===== config.mk =====
export PLATFORM = sky130hd
export DESIGN_NAME = pan_tilt_track_roam_fsm_core
export DESIGN_NICKNAME = d
export VERILOG_FILES = /design/src/rtl/core/ptt_pkg.sv /design/src/rtl/core/pan_tilt_track_roam_fsm_core.sv
export SDC_FILE = /design/constraint.sdc
export NUM_CORES = 1
export LEC_CHECK = 0
export BUFFER_PORTS_ARGS = -buffer_cell sky130_fd_sc_hd__buf_4
export CAP_MARGIN = 15
export CORE_ASPECT_RATIO = 1.4
export CORE_MARGIN = 10
export CORE_UTILIZATION = 56
export DETAILED_ROUTE_END_ITERATION = 6
export GPL_TIMING_DRIVEN = 0
export PLACE_DENSITY_LB_ADDON = 0.08
export SYNTH_ARGS = -nofsm -noshare
export SYNTH_HDL_FRONTEND = slang
export SYNTH_SLANG_ARGS = --single-unit

===== constraint.sdc =====
create_clock -name clk -period 5.2 [get_ports clk]
set_input_delay 0.52 -clock clk [delete_from_list [all_inputs] [get_ports clk]]
set_output_delay 0.52 -clock clk [all_outputs]
set_load 0.05 [all_outputs]

===== src/rtl/core/ptt_pkg.sv =====
`default_nettype none

package ptt_pkg;

  localparam int unsigned POS_W    = 12;
  localparam int unsigned PIX_W    = 12;
  localparam int unsigned CTR_W    = 11;
  localparam int unsigned STEP_W   = 8;
  localparam int unsigned REST_W   = 24;
  localparam int unsigned MODE_W   = 2;
  localparam int unsigned CFG_IDX_W = 3;
  localparam int unsigned CFG_DAT_W = 24;

  localparam logic [CFG_IDX_W-1:0] REG_REST_TICKS = 3'd0;
  localparam logic [CFG_IDX_W-1:0] REG_CENTER_X   = 3'd1;
  localparam logic [CFG_IDX_W-1:0] REG_CENTER_Y   = 3'd2;
  localparam logic [CFG_IDX_W-1:0] REG_SWEEP_STEP = 3'd3;
  localparam logic [CFG_IDX_W-1:0] REG_PAN_MIN    = 3'd4;
  localparam logic [CFG_IDX_W-1:0] REG_PAN_MAX    = 3'd5;
  localparam logic [CFG_IDX_W-1:0] REG_TILT_MIN   = 3'd6;
  localparam logic [CFG_IDX_W-1:0] REG_TILT_MAX   = 3'd7;

  localparam logic ACT_TICK  = 1'b0;
  localparam logic ACT_FRAME = 1'b1;

  localparam logic [MODE_W-1:0] MODE_TRACK = 2'd0;
  localparam logic [MODE_W-1:0] MODE_HOLD  = 2'd1;
  localparam logic [MODE_W-1:0] MODE_ROAM  = 2'd2;

  localparam logic signed [POS_W-1:0] AIM_HOME = 12'sd90;

  localparam logic [REST_W-1:0]       RST_REST_TICKS = 24'd5000;
  localparam logic [CTR_W-1:0]        RST_CENTER_X   = 11'd320;
  localparam logic [CTR_W-1:0]        RST_CENTER_Y   = 11'd240;
  localparam logic [STEP_W-1:0]       RST_SWEEP_STEP = 8'd1;
  localparam logic signed [POS_W-1:0] RST_PAN_MIN    = 12'sd0;
  localparam logic signed [POS_W-1:0] RST_PAN_MAX    = 12'sd180;
  localparam logic signed [POS_W-1:0] RST_TILT_MIN   = 12'sd75;
  localparam logic signed [POS_W-1:0] RST_TILT_MAX   = 12'sd125;

  typedef struct packed {
    logic             action;
    logic             face_found;
    logic [PIX_W-1:0] face_x;
    logic [PIX_W-1:0] face_y;
  } in_item_t;

  typedef struct packed {
    logic signed [POS_W-1:0] pan_out;
    logic signed [POS_W-1:0] tilt_out;
    logic [MODE_W-1:0]       mode_out;
  } out_item_t;

endpackage

`default_nettype wire


===== src/rtl/core/pan_tilt_track_roam_fsm_core.sv =====
// Channel | Direction | Handshake           | Payload
// in_     | input     | in_valid / in_stall | in_item_t: action, face_found, face_x, face_y
// out_    | output    | out_valid/out_stall | out_item_t: pan_out, tilt_out, mode_out
// cfg_    | input     | cfg_valid/cfg_ready | cfg_index (register), cfg_data
//
// One item per cycle while in_stall is low; a frame result is registered for out_.
// Ticks update the sleep timer only and give no result.
// A two-entry output buffer (result register plus skid) lets an item enter while a
// result waits; in_stall rises only when both entries are full.
// Synchronous reset restores aim 90/90, registers to defaults; cfg_ready is always high.
`default_nettype none

module pan_tilt_track_roam_fsm_core
  import ptt_pkg::*;
#(
  parameter int unsigned TIMER_BITS = 24
) (
  input  wire logic                 clk,
  input  wire logic                 rst_n,
  input  wire logic                 in_valid,
  output logic                      in_stall,
  input  wire in_item_t             in_data,
  output logic                      out_valid,
  input  wire logic                 out_stall,
  output out_item_t                 out_data,
  input  wire logic                 cfg_valid,
  output logic                      cfg_ready,
  input  wire logic [CFG_IDX_W-1:0] cfg_index,
  input  wire logic [CFG_DAT_W-1:0] cfg_data
);

  localparam int unsigned CMP_W = (TIMER_BITS > REST_W) ? TIMER_BITS : REST_W;
  localparam logic [TIMER_BITS-1:0] TIMER_FULL = {TIMER_BITS{1'b1}};
  localparam int unsigned SUM_W = POS_W + 2;

  function automatic logic signed [POS_W-1:0] sat12(input logic signed [SUM_W-1:0] v);
    logic signed [SUM_W-1:0] hi;
    logic signed [SUM_W-1:0] lo;
    hi = SUM_W'(2047);
    lo = -SUM_W'(2048);
    if (v > hi) begin
      return 12'sh7ff;
    end else if (v < lo) begin
      return 12'sh800;
    end
    return v[POS_W-1:0];
  endfunction

  // configuration
  logic [REST_W-1:0]       rest_ticks_r;
  logic [CTR_W-1:0]        center_x_r;
  logic [CTR_W-1:0]        center_y_r;
  logic [STEP_W-1:0]       sweep_step_r;
  logic signed [POS_W-1:0] pan_min_r;
  logic signed [POS_W-1:0] pan_max_r;
  logic signed [POS_W-1:0] tilt_min_r;
  logic signed [POS_W-1:0] tilt_max_r;

  assign cfg_ready = 1'b1;

  always_ff @(posedge clk) begin
    if (!rst_n) begin
      rest_ticks_r <= RST_REST_TICKS;
      center_x_r   <= RST_CENTER_X;
      center_y_r   <= RST_CENTER_Y;
      sweep_step_r <= RST_SWEEP_STEP;
      pan_min_r    <= RST_PAN_MIN;
      pan_max_r    <= RST_PAN_MAX;
      tilt_min_r   <= RST_TILT_MIN;
      tilt_max_r   <= RST_TILT_MAX;
    end else if (cfg_valid && cfg_ready) begin
      unique case (cfg_index)
        REG_REST_TICKS: rest_ticks_r <= cfg_data[REST_W-1:0];
        REG_CENTER_X:   center_x_r   <= cfg_data[CTR_W-1:0];
        REG_CENTER_Y:   center_y_r   <= cfg_data[CTR_W-1:0];
        REG_SWEEP_STEP: sweep_step_r <= cfg_data[STEP_W-1:0];
        REG_PAN_MIN:    pan_min_r    <= cfg_data[POS_W-1:0];
        REG_PAN_MAX:    pan_max_r    <= cfg_data[POS_W-1:0];
        REG_TILT_MIN:   tilt_min_r   <= cfg_data[POS_W-1:0];
        REG_TILT_MAX:   tilt_max_r   <= cfg_data[POS_W-1:0];
        default: ;
      endcase
    end
  end

  // controller state
  logic signed [POS_W-1:0] pan_pos_r, pan_pos_nxt;
  logic signed [POS_W-1:0] tilt_pos_r, tilt_pos_nxt;
  logic                    sweep_right_r, sweep_right_nxt;
  logic                    sweep_down_r, sweep_down_nxt;
  logic                    is_asleep_r, is_asleep_nxt;
  logic                    is_roaming_r, is_roaming_nxt;
  logic [TIMER_BITS-1:0]   sleep_timer_r, sleep_timer_nxt;

  logic                    in_accept;
  logic                    res_valid;
  out_item_t               res_data;

  logic signed [SUM_W-1:0] step_s;
  logic signed [SUM_W-1:0] track_pan_sum;
  logic signed [SUM_W-1:0] track_tilt_sum;
  logic signed [SUM_W-1:0] roam_pan_sum;
  logic signed [SUM_W-1:0] roam_tilt_sum;
  logic signed [POS_W-1:0] roam_pan;
  logic signed [POS_W-1:0] roam_tilt;
  logic                    timer_over;
  logic                    roam_now;

  assign in_accept = in_valid && !in_stall;

  assign step_s         = $signed({{(SUM_W-STEP_W){1'b0}}, sweep_step_r});
  assign track_pan_sum  = SUM_W'(AIM_HOME)
                        + $signed({{(SUM_W-PIX_W){1'b0}}, in_data.face_x})
                        - $signed({{(SUM_W-CTR_W){1'b0}}, center_x_r});
  assign track_tilt_sum = SUM_W'(AIM_HOME)
                        + $signed({{(SUM_W-PIX_W){1'b0}}, in_data.face_y})
                        - $signed({{(SUM_W-CTR_W){1'b0}}, center_y_r});
  assign roam_pan_sum   = sweep_right_r ? SUM_W'(pan_pos_r) - step_s
                                        : SUM_W'(pan_pos_r) + step_s;
  assign roam_tilt_sum  = sweep_down_r  ? SUM_W'(tilt_pos_r) + step_s
                                        : SUM_W'(tilt_pos_r) - step_s;
  assign roam_pan       = sat12(roam_pan_sum);
  assign roam_tilt      = sat12(roam_tilt_sum);
  assign timer_over     = CMP_W'(sleep_timer_r) > CMP_W'(rest_ticks_r);
  assign roam_now       = is_roaming_r || timer_over;

  always_comb begin
    pan_pos_nxt     = pan_pos_r;
    tilt_pos_nxt    = tilt_pos_r;
    sweep_right_nxt = sweep_right_r;
    sweep_down_nxt  = sweep_down_r;
    is_asleep_nxt   = is_asleep_r;
    is_roaming_nxt  = is_roaming_r;
    sleep_timer_nxt = sleep_timer_r;
    res_valid       = 1'b0;
    res_data.mode_out = MODE_HOLD;
    if (in_data.action == ACT_TICK) begin
      if (sleep_timer_r != TIMER_FULL) begin
        sleep_timer_nxt = sleep_timer_r + 1'b1;
      end
    end else begin
      res_valid = 1'b1;
      if (in_data.face_found) begin
        pan_pos_nxt       = sat12(track_pan_sum);
        tilt_pos_nxt      = sat12(track_tilt_sum);
        is_asleep_nxt     = 1'b0;
        is_roaming_nxt    = 1'b0;
        res_data.mode_out = MODE_TRACK;
      end else if (!is_asleep_r) begin
        is_asleep_nxt   = 1'b1;
        is_roaming_nxt  = 1'b0;
        sleep_timer_nxt = '0;
      end else if (roam_now) begin
        is_roaming_nxt    = 1'b1;
        pan_pos_nxt       = roam_pan;
        tilt_pos_nxt      = roam_tilt;
        res_data.mode_out = MODE_ROAM;
        if (roam_pan <= pan_min_r && sweep_right_r) begin
          sweep_right_nxt = 1'b0;
        end else if (roam_pan >= pan_max_r && !sweep_right_r) begin
          sweep_right_nxt = 1'b1;
        end
        if (roam_tilt <= tilt_min_r && !sweep_down_r) begin
          sweep_down_nxt = 1'b1;
        end else if (roam_tilt >= tilt_max_r && sweep_down_r) begin
          sweep_down_nxt = 1'b0;
        end
      end
    end
    res_data.pan_out  = pan_pos_nxt;
    res_data.tilt_out = tilt_pos_nxt;
  end

  always_ff @(posedge clk) begin
    if (!rst_n) begin
      pan_pos_r     <= AIM_HOME;
      tilt_pos_r    <= AIM_HOME;
      sweep_right_r <= 1'b1;
      sweep_down_r  <= 1'b1;
      is_asleep_r   <= 1'b0;
      is_roaming_r  <= 1'b0;
      sleep_timer_r <= '0;
    end else if (in_accept) begin
      pan_pos_r     <= pan_pos_nxt;
      tilt_pos_r    <= tilt_pos_nxt;
      sweep_right_r <= sweep_right_nxt;
      sweep_down_r  <= sweep_down_nxt;
      is_asleep_r   <= is_asleep_nxt;
      is_roaming_r  <= is_roaming_nxt;
      sleep_timer_r <= sleep_timer_nxt;
    end
  end

  // result register with skid entry
  logic      out_valid_r;
  logic      skid_valid_r;
  out_item_t out_r;
  out_item_t skid_r;
  logic      out_free;
  logic      push;

  assign out_free = !out_valid_r || !out_stall;
  assign push     = in_accept && res_valid;

  always_ff @(posedge clk) begin
    if (!rst_n) begin
      out_valid_r  <= 1'b0;
      skid_valid_r <= 1'b0;
    end else if (out_free) begin
      if (skid_valid_r) begin
        out_valid_r  <= 1'b1;
        skid_valid_r <= 1'b0;
      end else begin
        out_valid_r  <= push;
      end
    end else if (push) begin
      skid_valid_r <= 1'b1;
    end
  end

  always_ff @(posedge clk) begin
    if (out_free) begin
      if (skid_valid_r) begin
        out_r <= skid_r;
      end else if (push) begin
        out_r <= res_data;
      end
    end else if (push) begin
      skid_r <= res_data;
    end
  end

  assign in_stall  = skid_valid_r;
  assign out_valid = out_valid_r;
  assign out_data  = out_r;

endmodule

`default_nettype wire


==> flow_summary.json, run 1 <==
{
  "ys_seq_area_frac": 0.345,
  "dr_total_vias": 12200,
  "die_w_um": 152,
  "clkSinkCount": 208,
  "final_common_cell": "nand2_1",
  "std_cell_rows": 67,
  "drt-initial-drc-count": 774,
  "drc": 1,
  "p_switching_w": 0.00139,
  "worstPathArrival_ps": 5500,
  "clockBufferDepth": 3,
  "syn_nets": 1814,
  "relSlewSlack": 0.301,
  "start_util": 0.568,
  "min_path_type": "input port to flop",
  "synth_top_area_cell": "dfxtp_1",
  "crit_top_cell": "a21o_1",
  "cts_buffers": 21,
  "cpLargestDelayFamily": "compound AO/OA/AOI/OAI gates",
  "gp_routability_congestion": 0.927,
  "period_share": 0.980,
  "grt_max_degree": 16,
  "wirelength_um": 39800,
  "ios": 87,
  "cellPowerDensity_nw_per_um2": 281,
  "hold_viol_final": 0,
  "rr_startpoint": "sweep_step_r[0]",
  "die_h_um": 204,
  "dr.pass1.iters": 7,
  "worstPathRequired_ps": 5610,
  "grt-ovfl-total": 0,
  "hold-path-cell-count": 3,
  "cap_violations": 0,
  "cts_tree": "done",
  "startpoint_type": "flop",
  "netlist_top_cells_area": "dfxtp_1, ha_1, edfxtp_1, nand2_1, a21oi_1",
  "synth_edf_count": 52,
  "clockRootBuffer": "clkbuf_16",
  "antenna_found_initial": 0,
  "dieArea_um2": 30900,
  "power.internal_w": 0.00301,
  "crit_type": "flop to flop",
  "min_period_ps": 5100,
  "crit_buf_inv": 1,
  "placed_area_um2": 14500,
  "cts_max_level": 1,
  "synth.cell_area_um2": 13600,
  "place.detailed.hpwl_um": 31300,
  "design_area_um2": 15600,
  "synth_cell_types": 93,
  "drv_slew": 0,
  "ys_ff_latch": 208,
  "sw_frac_of_total": 0.316,
  "violations": "design-rule violations",
  "core-area_um2": 23900,
  "r2r_cells": 21,
  "crit_path_end_kind": "flop",
  "r2r-end": "sweep_down_r",
  "global_route.usage.total": 0.252,
  "wl_per_cell_um": 19.5,
  "critPathSlowestCell": "or4_4",
  "fmax_ghz": 0.196,
  "grt_pass1_vias": 12000,
  "postLayoutSetupSlackWorst_ps": 102,
  "status": "complete, but fails checks",
  "p_leak_nw": 6.39,
  "finalPower_w": 0.00439,
  "synthFlopType": "dfxtp_1",
  "layout_common_cells": "nand2_1, dfxtp_1, inv_1",
  "viasPerCell": 5.99,
  "crit_start": "sweep_step_r[0]",
  "syn_area_per_cell_um2": 8.45,
  "irDropWorstVdd_mv": 0.293,
  "final-setup-viol-count": 0,
  "worst_pin_slew_ps": 1040,
  "final_core_util": 0.654,
  "fin_nets": 1931,
  "crit_fanout": 6,
  "yosys_warnings": 0,
  "clk_pin_slew_worst_paths_ps": 70,
  "hold_start": "cfg_data[12]",
  "grt_first_pass_wirelength_um": 62300,
  "finClkSkew_ps": 25.4,
  "sequentialPowerShare": 0.399,
  "combPwrFrac": 0.265,
  "antenna_cells": 0,
  "synth_top_area_share": 0.230,
  "path_cells": "or4_4 > nor4_4 > nor2_2 > xor2_2 > ha_2 > a21o_1 > a21o_1 > a221o_1 > or3_4 > buf_6 > or3_4 > o21ai_4 > ha_1 > nand2b_1 > a21o_1 > a21o_1 > a21o_1 > a21o_1 > a2111oi_4 > o31ai_2 > o311ai_1",
  "clk-insertion-delay-late_ps": 520,
  "drive_above_1_share": 0.145,
  "syn_inst": 1605,
  "pre_cts_ws_ps": -933,
  "area_growth_pct": 15.1,
  "cpPeakStageDelay_ps": 560,
  "ant_nets": 0,
  "async_flop_share": 0,
  "clockPowerShare": 0.337,
  "hold_end": "rest_ticks_r[12]",
  "reg2reg_slack_ps": 100,
  "portBuffers": 73
}
cells by family (layout without fill, tap and decap cells):
family,count (synthesis),after routing,synth area share
AO/OA/AOI/OAI,435,435,0.217
XOR/XNOR,65,65,0.0420
adder cells (fa/ha/maj),155,155,0.144
buffers and inverters,213,344,0.0647
flip-flops,208,208,0.345
multiplexers,19,19,0.0158
other,1,1,0.000276
AND/OR/NAND/NOR,509,509,0.171
power groups by stage:
| stage | logic (W) | clock network (W) | registers (W) |
|---|---|---|---|
| global route | 0.00128 | 0.00156 | 0.00175 |
| CTS | 0.00110 | 0.00150 | 0.00175 |
| global placement | 0.00103 | 0 | 0.00178 |
| finish | 0.00116 | 0.00148 | 0.00175 |
| detailed placement | 0.00106 | 0 | 0.00178 |
| floorplan | 0.000719 | 0 | 0.00182 |
routing by layer:
layer  track usage  vias to the layer above  part of all wire
li1              -                     5933                 -
met1         0.295                     5856              0.40
met2         0.445                      346              0.50
met3        0.0275                      112             0.049
met4         0.122                        0             0.050
met5             0                        -                 0
per-stage QoR:
stage | hold slack (ps) | instances | setup TNS (ps)
final | 232 | 2046 | 0
after floorplan | 436 | 1605 | 0
after global routing | 246 | 2046 | -80.5
after global placement | 443 | 1988 | -1500
after detailed placement | 448 | 1991 | -1650
after CTS | 217 | 2037 | -5.12
flip-flops by register name (all words and copies together), names as in the netlist:
signal,cells
sleep_timer_r,24
pan_max_r,12
tilt_pos_r,12
is_asleep_r,1
rest_ticks_r,24
out_valid,1
center_x_r,11
sweep_right_r,1
pan_pos_r,12
is_roaming_r,1
sweep_step_r,8
skid_r,26
in_stall,1
out_data,26
tilt_min_r,12
sweep_down_r,1
tilt_max_r,12
center_y_r,11
pan_min_r,12
what timing repair did:
item	in CTS	in global routing
gates resized for setup	34	35
pin swaps	5	21
setup buffers	9	9
hold endpoints to repair	0	0
hold buffers	0	0
setup endpoints to repair	2	2
final cells by class:
type | instances | area [um^2]
multi-input combinational | 1184 | 8280
fill | 2113 | 8270
sequential | 208 | 4690
timing repair buffer | 94 | 721
inverter | 152 | 571
clock buffer | 25 | 551
tap | 310 | 388
buffer | 61 | 314
clock inverter | 12 | 108
worst reg2reg max path, cell delays in order, from the launching register on:
cell       delay, ps
dfxtp_4          370
or4_4            560
nor4_4           250
nor2_2            80
xor2_2           190
ha_2             220
a21o_1           190
a21o_1           180
a221o_1          310
or3_4            330
buf_6            150
or3_4            360
o21ai_4          100
ha_1             260
nand2b_1         150
a21o_1           180
a21o_1           170
a21o_1           190
a21o_1           200
a2111oi_4        380
o31ai_2          100
o311ai_1         100
synthesized netlist by cell type, drive strengths merged (33+ instances only):
| cell type | n |
|---|---|
| nand2 | 258 |
| dfxtp | 156 |
| inv | 152 |
| a21oi | 148 |
| ha | 147 |
| nor2 | 96 |
| o21ai | 64 |
| edfxtp | 52 |
| clkbuf | 50 |
| o211ai | 42 |
| nand3 | 36 |
| xor2 | 33 |
worst max-delay path by stage:
stage / end / slack, ps / cells after the start
4_1_cts: sweep_down_r / -5 / 21
3_3_place_gp: sweep_right_r / -870 / 23
5_1_grt: sweep_down_r / -70 / 23
2_1_floorplan: sweep_down_r / 220 / 21
6_report: sweep_down_r / 100 / 21
3_5_place_dp: sweep_right_r / -930 / 23
Power figures use the tool's default switching activity.
==> inputs of run 2 (changes only) <==
--- a/config.mk
+++ b/config.mk
@@ -5,7 +5,7 @@
 export SDC_FILE = /design/constraint.sdc
 export NUM_CORES = 1
 export LEC_CHECK = 0
-export BUFFER_PORTS_ARGS = -buffer_cell sky130_fd_sc_hd__buf_4
+export BUFFER_PORTS_ARGS = -buffer_cell sky130_fd_sc_hd__buf_2
 export CAP_MARGIN = 15
 export CORE_ASPECT_RATIO = 1.4
 export CORE_MARGIN = 10
==> flow_summary.json, run 2 (same netlist as run 1, synthesis figures left out) <==
{
  "die_h_um": 204,
  "cts_buffers": 21,
  "grt_max_degree": 16,
  "start_util": 0.568,
  "crit_top_cell": "a21o_1",
  "antenna_cells": 0,
  "ios": 87,
  "path_cells": "or4_4 > nor4_4 > nor2b_4 > buf_4 > nor2_1 > ha_1 > inv_2 > nor3_1 > a221o_1 > or3_4 > or3_4 > o21ai_4 > ha_1 > nand2b_1 > a21o_1 > a21o_1 > a21o_1 > a21o_1 > a2111oi_4 > o31ai_1 > o311ai_1",
  "drive_above_1_share": 0.144,
  "wirelength_um": 39600,
  "core-area_um2": 23900,
  "fill_cells": 2117,
  "crit_fanout": 6,
  "worstPathArrival_ps": 5530,
  "ant_nets": 0,
  "crit_buf_inv": 2,
  "clk-insertion-delay-late_ps": 510,
  "dieArea_um2": 30900,
  "p_leak_nw": 6.36,
  "antenna_found_initial": 0,
  "cpPeakStageDelay_ps": 560,
  "final_common_cell": "nand2_1",
  "clockRootBuffer": "clkbuf_16",
  "multiInputGateArea_um2": 8290,
  "fin_tns_setup_ps": 0,
  "relSlewSlack": 0.350,
  "cellPowerDensity_nw_per_um2": 284,
  "holdBufCountCts": 0,
  "fmax_ghz": 0.195,
  "dr.pass1.iters": 5,
  "grt_pass1_vias": 12000,
  "portBuffers": 73,
  "hold_viol_final": 0,
  "crit_path_end_kind": "flop",
  "startpoint_type": "flop",
  "period_share": 0.984,
  "finalPower_w": 0.00439,
  "wl_per_cell_um": 19.3,
  "layout_common_cells": "nand2_1, dfxtp_1, inv_1",
  "hold-path-cell-count": 3,
  "path_depth": 21,
  "drt-initial-drc-count": 776,
  "cap_violations": 0,
  "drc": 0,
  "holdWs_ps": 255,
  "dr_total_vias": 12000,
  "viasPerCell": 5.87,
  "grt-ovfl-total": 0,
  "global_route.usage.total": 0.249,
  "irDropWorstVdd_mv": 0.264,
  "grt_first_pass_wirelength_um": 61500,
  "min_period_ps": 5120,
  "drv_slew": 0,
  "pre_cts_ws_ps": -956,
  "cts_tree": "done",
  "die_w_um": 152,
  "final_core_util": 0.649,
  "fin_nets": 1938,
  "clk_pin_slew_worst_paths_ps": 60,
  "final-setup-viol-count": 0,
  "clkSinkCount": 208,
  "r2r_cells": 21,
  "place.detailed.hpwl_um": 31100,
  "clockBufferDepth": 3,
  "register_area_um2": 4690,
  "min_path_type": "input port to flop",
  "cts_max_level": 1,
  "worstPathRequired_ps": 5610,
  "postLayoutSetupSlackWorst_ps": 83.7,
  "status": "completed",
  "gp_routability_congestion": 0.939,
  "finClkSkew_ps": 10.4,
  "area_growth_pct": 14.2,
  "rsz0062_at_grt": "true",
  "crit_type": "flop to flop",
  "worst_pin_slew_ps": 966,
  "critPathSlowestCell": "or4_4",
  "std_cell_rows": 67,
  "cpLargestDelayFamily": "simple AND/OR/NAND/NOR gates"
}
## run 2: through the flow
stage / cells / area, um^2
CTS: 2036 / 15200
finish: 2053 / 15500
global placement: 1988 / 14300
global route: 2053 / 15500
floorplan: 1605 / 13600
detailed placement: 1991 / 14400
## run 2: power breakdown
group | leakage, nW | internal [W] | switching (W)
Combinational | 4.31 | 0.000477 | 0.000697
Clock | 0.315 | 0.000829 | 0.000641
Sequential | 1.74 | 0.00172 | 0.0000314
## run 2: routing by layer
layer	up-vias	track usage	part of all wire	wire length, um
met4	0	0.126	0.050	1990
met2	329	0.444	0.50	19900
met3	110	0.0350	0.054	2130
li1	5947	-	-	-
met5	-	0	0	0
met1	5662	0.282	0.39	15500
## run 2: final cells by class
type                            instances  area share
Inverter                              152      0.0368
Tap cell                              310      0.0250
Multi-Input combinational cell       1184       0.535
Buffer                                 60      0.0195
Timing Repair Buffer                  102      0.0394
Sequential cell                       208       0.303
Clock buffer                           31      0.0376
Clock inverter                          6     0.00396
## run 2: worst register-to-register path, delay by kind of cell, from the launching register on
family	cells	cell delay, ps
DFF	1	370
AOI/OAI and AO/OA	9	1640
buffers and inverters	2	240
adders and majority gates	2	630
and+or+nand+nor	8	2170
## run 2: what timing repair did
item,in CTS,in global routing
pin swaps,4,33
gates cloned,0,0
buffers inserted,8,18
setup endpoints to repair,2,2
resized for setup,31,43
## run 2: path summary, 6_finish.rpt
kind | startpoint | to | slack (ps)
max | sweep_step_r[1] | sweep_down_r | 80
min | cfg_data[23] | rest_ticks_r[23] | 260
max reg2reg | sweep_step_r[1] | sweep_down_r | 80
min reg2reg | tilt_min_r[5] | tilt_min_r[5] | 450
